`src/design/clb_pkg.sv`:
```
package clb_pkg;

  // fixed field widths
  localparam int ATOM_W   = 12;
  localparam int IDX_W    = 12;
  localparam int POS_W    = 32;
  localparam int FRAC_W   = 24;
  localparam int CPS_W    = 5;

  // atom numbers are stored as they come: 12 bits cover every atom
  localparam int MAX_ATOMS = 4096;

  localparam int                 MAX_SIDE_DEF = 16;
  localparam logic [CPS_W-1:0]   CPS_RESET    = 5'd16;
  localparam logic [FRAC_W-1:0]  HALF_Q24     = 24'h800000;

  // generation tag kept with each head; a wrap forces a clearing pass
  localparam int EPOCH_W = 4;

  // depth of the queue between front and back, a power of two
  localparam int QUEUE_DEPTH = 4;

  typedef struct packed {
    logic               valid;
    logic [EPOCH_W-1:0] tag;
    logic [ATOM_W-1:0]  atom;
  } head_entry_t;

  typedef enum logic [1:0] {
    ST_SWEEP,
    ST_IDLE,
    ST_ISSUE,
    ST_LOOKUP
  } back_state_e;

endpackage

```
`src/design/clb_front.sv`:
```
module clb_front #(
  parameter int MW     = 5,
  parameter int CELL_W = 12,
  parameter int ITEM_W = 1 + CELL_W + clb_pkg::ATOM_W
) (
  input  logic                        clk_i,
  input  logic                        rst_ni,
  input  logic                        push_i,
  output logic                        full_o,
  input  logic                        hold_i,
  input  logic [clb_pkg::ATOM_W-1:0]  atom_i,
  input  logic [clb_pkg::POS_W-1:0]   pos_x_i,
  input  logic [clb_pkg::POS_W-1:0]   pos_y_i,
  input  logic [clb_pkg::POS_W-1:0]   pos_z_i,
  input  logic                        new_build_i,
  input  logic [MW-1:0]               side_i,
  output logic                        item_valid_o,
  output logic [ITEM_W-1:0]           item_o,
  input  logic                        item_full_i
);

  localparam int FW = clb_pkg::FRAC_W;

  // frac(x + 0.5) * M, keeping the integer part
  function automatic logic [MW-1:0] to_cell(logic [clb_pkg::POS_W-1:0] pos,
                                            logic [MW-1:0] m);
    logic [FW-1:0]    frac;
    logic [FW+MW-1:0] prod;
    frac = pos[FW-1:0] + clb_pkg::HALF_Q24;
    prod = (FW+MW)'(frac) * (FW+MW)'(m);
    return prod[FW+MW-1:FW];
  endfunction

  logic                       v1_q, v2_q;
  logic                       adv1, adv2, acc;
  logic [clb_pkg::ATOM_W-1:0] atom1_q, atom2_q;
  logic                       nb1_q, nb2_q;
  logic [MW-1:0]              cx1_q, cy1_q, cz1_q, cx2_q;
  logic [2*MW-1:0]            t2_q;
  logic [3*MW-1:0]            cell_full;

  assign adv2   = !v2_q || !item_full_i;
  assign adv1   = !v1_q || adv2;
  assign full_o = !adv1 || hold_i;
  assign acc    = push_i && !full_o;

  always_ff @(posedge clk_i or negedge rst_ni) begin
    if (!rst_ni) begin
      v1_q <= 1'b0;
      v2_q <= 1'b0;
    end else begin
      if (adv1) begin
        v1_q <= acc;
      end
      if (adv2) begin
        v2_q <= v1_q;
      end
    end
  end

  always_ff @(posedge clk_i) begin
    if (acc) begin
      atom1_q <= atom_i;
      nb1_q   <= new_build_i;
      cx1_q   <= to_cell(pos_x_i, side_i);
      cy1_q   <= to_cell(pos_y_i, side_i);
      cz1_q   <= to_cell(pos_z_i, side_i);
    end
    if (adv2 && v1_q) begin
      atom2_q <= atom1_q;
      nb2_q   <= nb1_q;
      cx2_q   <= cx1_q;
      t2_q    <= (2*MW)'(cy1_q) + (2*MW)'(cz1_q) * (2*MW)'(side_i);
    end
  end

  // cx + (cy + cz*M)*M
  assign cell_full    = (3*MW)'(cx2_q) + (3*MW)'(t2_q) * (3*MW)'(side_i);
  assign item_valid_o = v2_q;
  assign item_o       = {nb2_q, cell_full[CELL_W-1:0], atom2_q};

endmodule

```
`config.mk`:
```
export PLATFORM = sky130hd
export DESIGN_NAME = clb_front
export DESIGN_NICKNAME = d
export VERILOG_FILES = /design/src/design/clb_pkg.sv /design/src/design/clb_front.sv
export SDC_FILE = /design/constraint.sdc
export NUM_CORES = 1
export LEC_CHECK = 0
export ABC_CLOCK_PERIOD_IN_PS = 4000
export BUFFER_PORTS_ARGS = -buffer_cell sky130_fd_sc_hd__buf_4
export CAP_MARGIN = 20
export CORE_ASPECT_RATIO = 0.6
export CORE_MARGIN = 2
export CORE_UTILIZATION = 52
export CTS_BUF_LIST = sky130_fd_sc_hd__clkbuf_4
export DETAILED_ROUTE_END_ITERATION = 12
export GPL_TIMING_DRIVEN = 0
export PLACE_DENSITY_LB_ADDON = 0.15
export SYNTH_ARGS = -nofsm -noshare
export SYNTH_HDL_FRONTEND = slang
export SYNTH_SLANG_ARGS = --single-unit
```
`constraint.sdc`:
```
create_clock -name clk_i -period 4 [get_ports clk_i]
set_input_delay 0.2 -clock clk_i [delete_from_list [all_inputs] [get_ports clk_i]]
set_output_delay 0.2 -clock clk_i [all_outputs]
set_load 0.02 [all_outputs]
```
==> results.cfg <==
[outcome]
status = finished, violations left
violations = setup timing

[global_route]
grt_use_met3_pct = 4.34
grt_pass1_wl_mm = 55.5
grt_pass1_vias = 10100
top_usage_layer = met1
grt_overflow = 0
gr-usage-all-layers_pct = 26.7
met2_usage_pct = 39.3
antenna_found_initial = 3
grt_util_met1_pct = 42.8
grt_max_degree = 17

[sta]
finalCritPeriodShare_pct = 104
finalHoldViolCount = 0
slew_headroom_pct = 45.5
fmax_ghz = 0.240
clock_skew_ns = 0.0160
setup_violations = 7
final_max_slew_viol_count = 0
period_needed_ns = 4.17
rsz0062_at_grt = true
fin_ws_ns = -0.167
setup_tns_ns = -0.563
worst_pin_slew_ns = 0.818

[logic_synthesis]
synthXorXnorAreaFrac_pct = 1.84
synthCells = 1427
synthDistinctLibCells = 52
synth-simple-area-share_pct = 21.1
muxShareOfSynthArea_pct = 0
synthAdderAreaFrac_pct = 49.0
synth_area_leader_cell = fa_1
syn_area_um2 = 13300
syn_nets = 1925
synth-async-reset-ratio_pct = 3.45
synth_common_cells = inv_1 (306), and2_1 (297), fa_1 (236)
ys.flop_type = edfxtp_1
ys_ff_latch = 58
synth_top_family_by_area = adder cells
synth.most_common_cell = inv_1
yosys.area.top_type_share_pct = 35.5
yosysWarnings = 0
synth.avg_cell_area_um2 = 9.32
synth_enable_flop_cells = 56
synthTopCellsByArea = fa_1 (36%), and2_1 (14%), ha_1 (13%)
yosysSeqAreaShare_pct = 13.0
synth_compound_area_share_pct = 5.03

[die]
initial_core_util_pct = 52.7
io_pins = 146
die_x_um = 210
core_um2 = 25200
rows = 45
die_area_um2 = 26900
die_h_um = 128

[setup_path]
reg2reg_to = t2_q[9]
required_ns = 3.80
critPathLaunchType = primary input
crit_top_cell = buf_4
path_cells = buf_4, clkbuf_4, clkbuf_2, and2_4, fa_1, ha_1, fa_1, ha_1, a21o_1, a21oi_2, nor2b_1, o21a_1, o41ai_4, buf_4, xnor2_2, buf_4
r2r-start = cz1_q[3]
cp-endpoint = item_o[21]
rrSetupSlack_ns = 0.39
critPathKind = in2out
worst-path-stages = 16
cpMaxStageDelayCell = fa_1
slowest_delay_ns = 0.46
path_max_fanout = 10
critPathCaptureType = output pin
crit_arrival_ns = 3.97
path_delay_family = adder cells
crit_buf_inv = 5
worst_r2r_path_depth = 11
cp-startpoint = side_i[0]

[power_and_ir_drop]
power_density_nw_per_um2 = 432
p_sw_mw = 3.24
leakage_nw = 8.14
pwr-share-clk_pct = 8.7
combPwrFrac_pct = 78.7
internal_power_mw = 3.76
seq_power_share_pct = 12.6
switching_share_pct = 46.3
vdd_ir_drop_max_mv = 0.986

[min_path]
hold_path.class = in2reg

[route]
ant_nets = 0
dr.pass1.iters = 5
wire_per_inst_um = 17.7
drtIter0Drc = 661
drc = 0
wl_mm = 34.6
vias = 10000
viasPerCell = 5.12

[clock_tree]
htreeDepth = 3
cts_sinks = 58
root_buffer = clkbuf_4
numCtsBuffers = 9
cts_tree = built
clock_latency_ns = 0.41
clockBufferDepth = 2
cts.reportedPaths.clkPinSlew_ns = 0.09

[finish]
fill_cells = 2126
drive_above_1_share_pct = 19.0
syn2layout_area_growth_pct = 22.1
nets = 2118

[run]
max_cap_viol_count = 0

[place]
port_buffers = 121
gp_congestion = 0.863
pre_cts_slack_ns = -1.21
dp_hpwl_mm = 27.3
-- flip-flops by register name (all words and copies together), names as in the netlist --
name,count
atom1_q,12
atom2_q,12
cx1_q,5
cx2_q,5
cy1_q,5
cz1_q,5
item_valid_o,1
nb1_q,1
nb2_q,1
t2_q,10
v1_q,1
-- final cells by class --
cell class,count,area [um^2],area share (%)
tap,329,412,2.54
multi-input combinational,1017,10700,66.1
inverter,306,1150,7.08
antenna,2,5.00,0.0308
buffer,45,490,3.02
timing repair buffer,183,1510,9.27
clock buffer,9,67.6,0.416
sequential,58,1730,10.7
clock inverter,7,141,0.871
-- per-layer routing --
layer	routed length (um)	share of wire (%)
met1	17400	50
met2	14500	42
met3	2380	6.9
met4	276	0.80
met5	0	0
-- power groups by stage --
stage                     Clock [mW]  Sequential, mW  Combinational (mW)
after floorplan                    0           0.876                3.43
after global placement             0           0.897                4.66
after detailed placement           0           0.897                4.78
after CTS                      0.618           0.877                5.24
after global routing           0.647           0.889                6.22
final                          0.610           0.879                5.52
-- what timing repair did --
action	4_1_cts	5_1_grt
endpoints found under the setup margin	24	17
gates resized for setup	102	82
setup buffers	20	21
pin swaps	23	69
endpoints found under the hold margin	15	0
hold buffers	14	0
gates cloned	1	4
-- layout by cell type (no fill, tap or decap), drive strengths merged, types with 9 or more instances in the layout --
master / synthesis / routed
xnor2: 20 / 20
buf: 5 / 182
clkbuf: 41 / 41
dlygate4sd3: 0 / 14
nand3: 9 / 9
ha: 143 / 143
nor2b: 11 / 11
a21oi: 33 / 33
and2: 297 / 297
nand4: 10 / 10
nand2: 132 / 132
edfxtp: 56 / 56
o21ai: 16 / 16
nor2: 29 / 29
inv: 306 / 306
fa: 236 / 236
-- cells by family after synthesis --
logic type / count (synthesis)
AO/OA/AOI/OAI: 97
XOR/XNOR: 28
adder cells (fa/ha/maj): 379
buffers and inverters: 352
flip-flops: 58
AND/OR/NAND/NOR: 513
-- per-stage QoR --
stage / area [um^2] / total power, mW / std cells / hold slack [ns] / util, %
floorplan: 13400 / 4.31 / 1427 / -0.0956 / -
global placement: 14700 / 5.55 / 1877 / -0.0179 / 58.3
detailed placement: 14800 / 5.67 / 1879 / -0.0167 / 58.5
CTS: 15700 / 6.73 / 1930 / 0.0281 / 62.4
finish: 16200 / 7.01 / 1956 / 0.0571 / 64.4
global route: 16200 / 7.75 / 1955 / 0.0401 / 64.3
-- worst min-delay path by stage --
stage                      from            to  slack, ns  depth (start not counted)
floorplan                rst_ni  item_valid_o       -0.1                          0
global placement         rst_ni  item_valid_o      -0.02                          1
detailed placement       rst_ni          v1_q      -0.02                          1
CTS                 item_full_i  item_valid_o       0.03                          2
global route        item_full_i  item_valid_o       0.04                          2
finish              item_full_i  item_valid_o       0.06                          2
No activity file was read; power rests on OpenSTA's default activity.
