File: src/design/clb_fifo.sv
module clb_fifo #(
  parameter int WIDTH = 8,
  parameter int DEPTH = 4
) (
  input  logic             clk_i,
  input  logic             rst_ni,
  input  logic             push_i,
  input  logic [WIDTH-1:0] data_i,
  output logic             full_o,
  input  logic             pop_i,
  output logic [WIDTH-1:0] data_o,
  output logic             empty_o
);

  localparam int PW = (DEPTH > 1) ? $clog2(DEPTH) : 1;
  localparam int CW = $clog2(DEPTH + 1);

  logic [WIDTH-1:0] mem_q [DEPTH];
  logic [PW-1:0]    wr_q, wr_d, rd_q, rd_d;
  logic [CW-1:0]    cnt_q, cnt_d;
  logic             do_push, do_pop;

  assign full_o  = (cnt_q == CW'(DEPTH));
  assign empty_o = (cnt_q == '0);
  assign do_push = push_i && !full_o;
  assign do_pop  = pop_i && !empty_o;
  assign data_o  = mem_q[rd_q];

  always_comb begin
    wr_d  = do_push ? PW'(wr_q + 1'b1) : wr_q;
    rd_d  = do_pop ? PW'(rd_q + 1'b1) : rd_q;
    cnt_d = cnt_q;
    if (do_push && !do_pop) begin
      cnt_d = CW'(cnt_q + 1'b1);
    end else if (do_pop && !do_push) begin
      cnt_d = CW'(cnt_q - 1'b1);
    end
  end

  always_ff @(posedge clk_i or negedge rst_ni) begin
    if (!rst_ni) begin
      wr_q  <= '0;
      rd_q  <= '0;
      cnt_q <= '0;
    end else begin
      wr_q  <= wr_d;
      rd_q  <= rd_d;
      cnt_q <= cnt_d;
    end
  end

  always_ff @(posedge clk_i) begin
    if (do_push) begin
      mem_q[wr_q] <= data_i;
    end
  end

endmodule

File: config.mk
export PLATFORM = sky130hd
export DESIGN_NAME = clb_fifo
export DESIGN_NICKNAME = d
export VERILOG_FILES = /design/src/design/clb_fifo.sv
export SDC_FILE = /design/constraint.sdc
export NUM_CORES = 1
export LEC_CHECK = 0
export ABC_AREA = 1
export BUFFER_PORTS_ARGS = -buffer_cell sky130_fd_sc_hd__buf_2
export CORE_MARGIN = 1
export CORE_UTILIZATION = 40
export DETAILED_ROUTE_END_ITERATION = 8
export PLACE_DENSITY = 0.67
export SKIP_LAST_GASP = 1
export SLEW_MARGIN = 20
export SYNTH_ARGS = -nofsm -noshare
export SYNTH_HDL_FRONTEND = slang
export SYNTH_SLANG_ARGS = --single-unit
File: constraint.sdc
create_clock -name clk_i -period 3 [get_ports clk_i]
set_input_delay 0.45 -clock clk_i [delete_from_list [all_inputs] [get_ports clk_i]]
set_output_delay 0.45 -clock clk_i [all_outputs]
set_load 0.03 [all_outputs]
==> results of run 1 <==
sequential cells by signal (all words and copies together) (netlist names):
name	count
mem_q	32
cnt_q	3
rd_q	2
wr_q	2
final cells by class:
cell class	count	area [sq um]
Inverter	34	127.6
Clock inverter	3	20.02
Timing Repair Buffer	22	115.1
Multi-Input combinational cell	77	426.7
Sequential cell	39	1136
Tap cell	50	62.56
Fill cell	381	2130
Clock buffer	5	68.82
cells in the mapped netlist (all sizes together):
library cell   n  area share [%]
nand3          7             2.0
edfxtp        32              55
o21ai          1            0.29
nand2         41             8.9
dfrtp          7              10
nand4          1            0.36
fa             1             1.2
inv           34             7.4
nor2           4            0.87
o211ai        16             6.9
clkbuf         1            0.79
xnor2          1            0.51
ha             5             3.6
buf            3             1.7
through the flow:
step,instances,worst slack (ns),util [%],instance area (sq um)
floorplan,154,1.273,-,1734
global placement,221,1.193,45.47,1858
detailed placement,221,1.049,45.47,1858
CTS,230,0.9730,47.89,1957
global route,230,0.8394,47.89,1957
finish,230,0.9764,47.89,1957
power groups by stage:
stage / clock, mW / combinational [mW] / sequential, mW
after floorplan: 0 / 0.680 / 0.786
after global placement: 0 / 0.784 / 0.815
after detailed placement: 0 / 0.832 / 0.825
after CTS: 0.347 / 0.840 / 0.813
after global routing: 0.371 / 0.925 / 0.827
final: 0.342 / 0.833 / 0.811
worst max-delay path: stages (launching register included):
cell and delay [ns]:
dfrtp_1 0.41, inv_2 0.39, nand2_1 0.10, o211ai_1 0.11
nand2_1 0.09, buf_2 0.18
cells by family (layout without fill, tap and decap cells):
| group | Yosys count | in the layout | synth area share, % |
|---|---|---|---|
| and+or+nand+nor | 53 | 53 | 12.12 |
| DFF | 39 | 39 | 65.51 |
| buffers and inverters | 38 | 64 | 9.885 |
| AOI/OAI and AO/OA | 17 | 17 | 7.215 |
| adders and majority gates | 6 | 6 | 4.762 |
| xor gates and xnor gates | 1 | 1 | 0.5051 |
metal layers:
metal / routed length [um] / vias up / track usage (%)
li1: - / 554 / -
met1: 1230 / 533 / 15.49
met2: 1568 / 22 / 26.86
met3: 137 / 5 / 6.167
met4: 25 / 0 / 4.167
met5: 0 / - / 0
path summary, 6_finish.rpt:
check | from | to | slack (ns) | cells after the start
min reg2reg | rd_q[0]$_DFFE_PN0P_ | rd_q[0]$_DFFE_PN0P_ | 0.53 | 2
max reg2reg | cnt_q[1]$_DFFE_PN0P_ | cnt_q[1]$_DFFE_PN0P_ | 1.03 | 9
max in group asynchronous | rst_ni | wr_q[1]$_DFFE_PN0P_ | 2.32 | 2
max | rd_q[0]$_DFFE_PN0P_ | data_o[3] | 0.98 | 5
min in group asynchronous | rst_ni | rd_q[1]$_DFFE_PN0P_ | 0.52 | 2
min | data_i[1] | mem_q[1][1]$_DFFE_PP_ | 0.37 | 1
timing repair:
item,in CTS,in global routing
hold buffers,1,0
endpoints found under the hold margin,7,0
resized for setup,0,0
==> impl_metrics.yaml, run 1 <==
run_status:
  outcome: "finished, final reports clean"
clock_network:
  clkTransAtPathRegs_ns: 0.07
  cts_tree: "done"
  post_cts_buffers: 0
  cts_made_buffers: 5
  cts_max_level: 2
  clock-sinks: 39
  clk_path_buf_depth: 2
  insertion_delay_ns: 0.29
  cts-root-buf: "clkbuf_8"
routing:
  vias: 1114
  routedWlPerCell_um: 12.87
  wl_um: 2961
  firstDrtPassIters: 4
  vias_per_cell: 4.843
  ant_nets: 0
  remaining_drc_errors: 0
  drtIter0Drc: 75
synthesis:
  synth_cell_type_count: 16
  synth_seq_cells: 39
  ys_warn_count: 0
  mappedNetlistArea_sq_mm: 0.001734
  synthCells: 154
  syn_area_per_cell_sq_um: 11.26
  ys_seq_area_share_pct: 65.51
  syn_nets: 172
placed_design:
  gp_congestion: 0.7415
  portBuffers: 21
  dpl.hpwl_um: 2064
grt:
  grt_pass1_wl_um: 4705
  first_global_vias: 1047
  overflow: 0
  grt_usage_pct: 14.77
  grt_max_degree: 34
  antenna_found_initial: 0
run:
  cap_viol_max_count: 0
sta:
  setup_violations: 0
  hold_slack_ns: 0.3742
  slew_viol_final: 0
  finalCriticalPeriod_ns: 2.024
  hold_viol: 0
  rsz0062_at_grt: "false"
  clock_skew_ns: 0.006192
  tightest_slew_ns: 0.8600
  relSlewSlack_pct: 42.45
  setup-tns-final_ns: 0
  min_period_over_period_pct: 67.45
  clock.fmax_ghz: 0.4942
power_and_ir_drop:
  power.internal_mw: 1.136
  pwr-share-comb_pct: 41.9
  powerDensity_mw_per_mm2: 1015
  peakVddDrop_mv: 0.4832
  p_seq_share_pct: 40.8
  switching_share_pct: 42.77
  leakage_nw: 0.8866
  power_switching_uw: 849.3
  power_mw: 1.985
  p_clk_share_pct: 17.2
die:
  initial_core_util_pct: 42.44
  die_h_um: 67.85
  die-area_sq_mm: 0.004603
  core_region_area_sq_mm: 0.004086
  ios: 22
  rows: 23
  die_w_um: 67.85
cells_and_area:
  nets: 197
  num_antenna_cells: 0
  area_growth_pct: 12.84
  final_common_cell: "nand2_1"
  final_cell_mix: "41 x nand2_1, 32 x inv_1, 32 x edfxtp_1"
  drive_gt1_share_pct: 17.22
setup_path:
  criticalPathCategory: "reg -> out"
  critPathRequiredTime_ns: 2.55
  endpoint_kind: "primary output"
  crit_path_max_fanout: 33
  cp-start-kind: "flop"
  arrival_ns: 1.57
hold_path:
  hold_path_class: "in -> reg"
Note: power is estimated with default switching activity, not from simulation.
==> run 2: changes to the inputs <==
clock period = 2.1 ns   (was 3 ns; I/O delays follow)
==> run 2 against run 1 <==
Wire length decreased by 4.2%. Die area unchanged. Combinational power increased by 43%. Worst setup slack got worse by 0.76 ns. First-iteration DRC count decreased by 37%. Largest cell class unchanged. Highest routed layer unchanged.
==> impl_metrics.yaml, run 2 (synthesized netlist as in run 1, its figures left out) <==
run_status:
  outcome: "finished, final reports clean"
routing:
  ant_nets: 0
  remaining_drc_errors: 0
  vias: 1108
  firstDrtPassIters: 4
  drtIter0Drc: 47
  vias_per_cell: 4.735
  wl_um: 2838
  routedWlPerCell_um: 12.13
placed_design:
  portBuffers: 21
  dpl.hpwl_um: 2013
  dp.cells: 225
  gp_congestion: 0.7070
cells_and_area:
  reg.largest.list: "mem_q: 32 flops, cnt_q: 3 flops"
  multi_input_area_sq_um: 429.2
  area_growth_pct: 17.24
  largest-register: "mem_q"
  seqCellArea_sq_mm: 0.001136
  largest_reg_flops: 32
  drive_gt1_share_pct: 19.02
  fillers: 362
  final_common_cell: "nand2_1"
  post_layout_nonfiller_instances: 234
  nets: 201
  final_cell_mix: "40 x nand2_1, 32 x inv_1, 32 x edfxtp_1"
  num_antenna_cells: 0
sta:
  setup_violations: 0
  tightest_slew_ns: 0.5003
  clock.fmax_ghz: 0.5300
  slew_viol_final: 0
  hold_slack_ns: 0.2390
  clock_skew_ns: 0.009340
  setup-tns-final_ns: 0
  finalCriticalPeriod_ns: 1.887
  min_period_over_period_pct: 89.85
  hold_viol: 0
  relSlewSlack_pct: 66.60
  rsz0062_at_grt: "false"
clock_network:
  cts_tree: "done"
  cts_made_buffers: 5
  post_cts_buffers: 0
  clock-sinks: 39
  insertion_delay_ns: 0.28
  clk_path_buf_depth: 2
  cts-root-buf: "clkbuf_8"
  cts_max_level: 2
  clkTransAtPathRegs_ns: 0.08
power_and_ir_drop:
  power.internal_mw: 1.885
  p_seq_share_pct: 37.8
  power_switching_mw: 1.178
  switching_share_pct: 38.45
  power_mw: 3.063
  pwr-share-comb_pct: 38.8
  powerDensity_mw_per_mm2: 1506
  p_clk_share_pct: 23.4
  leakage_nw: 0.9331
  peakVddDrop_mv: 0.4682
die:
  initial_core_util_pct: 42.44
  core_region_area_sq_mm: 0.004086
  die-area_sq_mm: 0.004603
  die_h_um: 67.85
  rows: 23
  ios: 22
  die_w_um: 67.85
setup_path:
  path_buf_inv: 3
  crit_path_cell_trace: "inv_1 > nand3_1 > nand2_2 > inv_1 > ha_1 > inv_1 > fa_1 > nand2_1 > nand3_1 > nand2_1 > nand2_1"
  endpoint_kind: "flop"
  crit_path_top_delay_cell: "dfrtp_1"
  arrival_ns: 2.07
  criticalPathCategory: "reg -> reg"
  cp-start-kind: "flop"
  critPathRequiredTime_ns: 2.28
  critical-path-max-stage-delay_ns: 0.42
  crit_family: "simple AND/OR/NAND/NOR gates"
  crit_path_max_fanout: 7
grt:
  grt_max_degree: 34
  grt_usage_pct: 14.10
  overflow: 0
  grt_pass1_wl_um: 4471
  first_global_vias: 1054
  antenna_found_initial: 0
run:
  cap_viol_max_count: 0
hold_path:
  hold_path_class: "in -> reg"
-- run 2: cell types whose count changed in the layout (fill, tap and decap cells not counted), sizes merged --
cell	change
clkinvlp	-2
bufinv	+2
buf	+4
clkbuf	+1
clkinv	-1
-- run 2: power by group through the flow --
stage	sequential (mW)	combinational (mW)	clock, mW
5_1_grt	1.18	1.33	0.758
3_3_place_gp	1.16	1.16	0
3_5_place_dp	1.17	1.20	0
2_1_floorplan	1.12	0.971	0
6_report	1.16	1.19	0.716
4_1_cts	1.16	1.21	0.730
-- run 2: layout make-up --
type                            instances  share of cell area (%)
Timing Repair Buffer                   26                   7.138
Sequential cell                        39                   55.88
Clock inverter                          2                   2.954
Inverter                               34                   6.277
Multi-Input combinational cell         77                   21.11
Clock buffer                            6                   3.569
Tap cell                               50                   3.077
-- run 2: metal layers --
metal	vias to the layer above	part of all wire, %	track usage, %
met2	28	51	24.26
li1	561	-	-
met3	8	5.7	4.833
met5	-	0	0
met4	0	2.0	8.333
met1	511	41	14.86
-- run 2: path summary, 6_finish.rpt --
| check | end | slack [ns] | cells past startpoint | from |
|---|---|---|---|---|
| max | cnt_q[2]$_DFFE_PN0P_ | 0.21 | 11 | cnt_q[0]$_DFFE_PN0P_ |
| min | mem_q[1][0]$_DFFE_PP_ | 0.24 | 1 | data_i[0] |
| max reg2reg | cnt_q[2]$_DFFE_PN0P_ | 0.21 | 11 | cnt_q[0]$_DFFE_PN0P_ |
| min reg2reg | cnt_q[2]$_DFFE_PN0P_ | 0.50 | 2 | cnt_q[2]$_DFFE_PN0P_ |
| max in group asynchronous | wr_q[0]$_DFFE_PN0P_ | 1.55 | 2 | rst_ni |
| min in group asynchronous | cnt_q[1]$_DFFE_PN0P_ | 0.39 | 2 | rst_ni |
-- run 2: metrics by stage --
| stage | setup slack, ns | area (sq um) | utilization, % |
|---|---|---|---|
| CTS | 0.1613 | 2031 | 49.69 |
| floorplan | 0.3733 | 1734 | - |
| global placement | 0.2912 | 1888 | 46.20 |
| global route | 0.05919 | 2033 | 49.76 |
| finish | 0.2132 | 2033 | 49.76 |
| detailed placement | 0.1776 | 1888 | 46.20 |
-- run 2: what timing repair did --
item / 4_1_cts / 5_1_grt
gates resized for setup: 0 / 1
hold endpoints to repair: 7 / 0
hold buffers: 1 / 0
endpoints found under the setup margin: 0 / 1
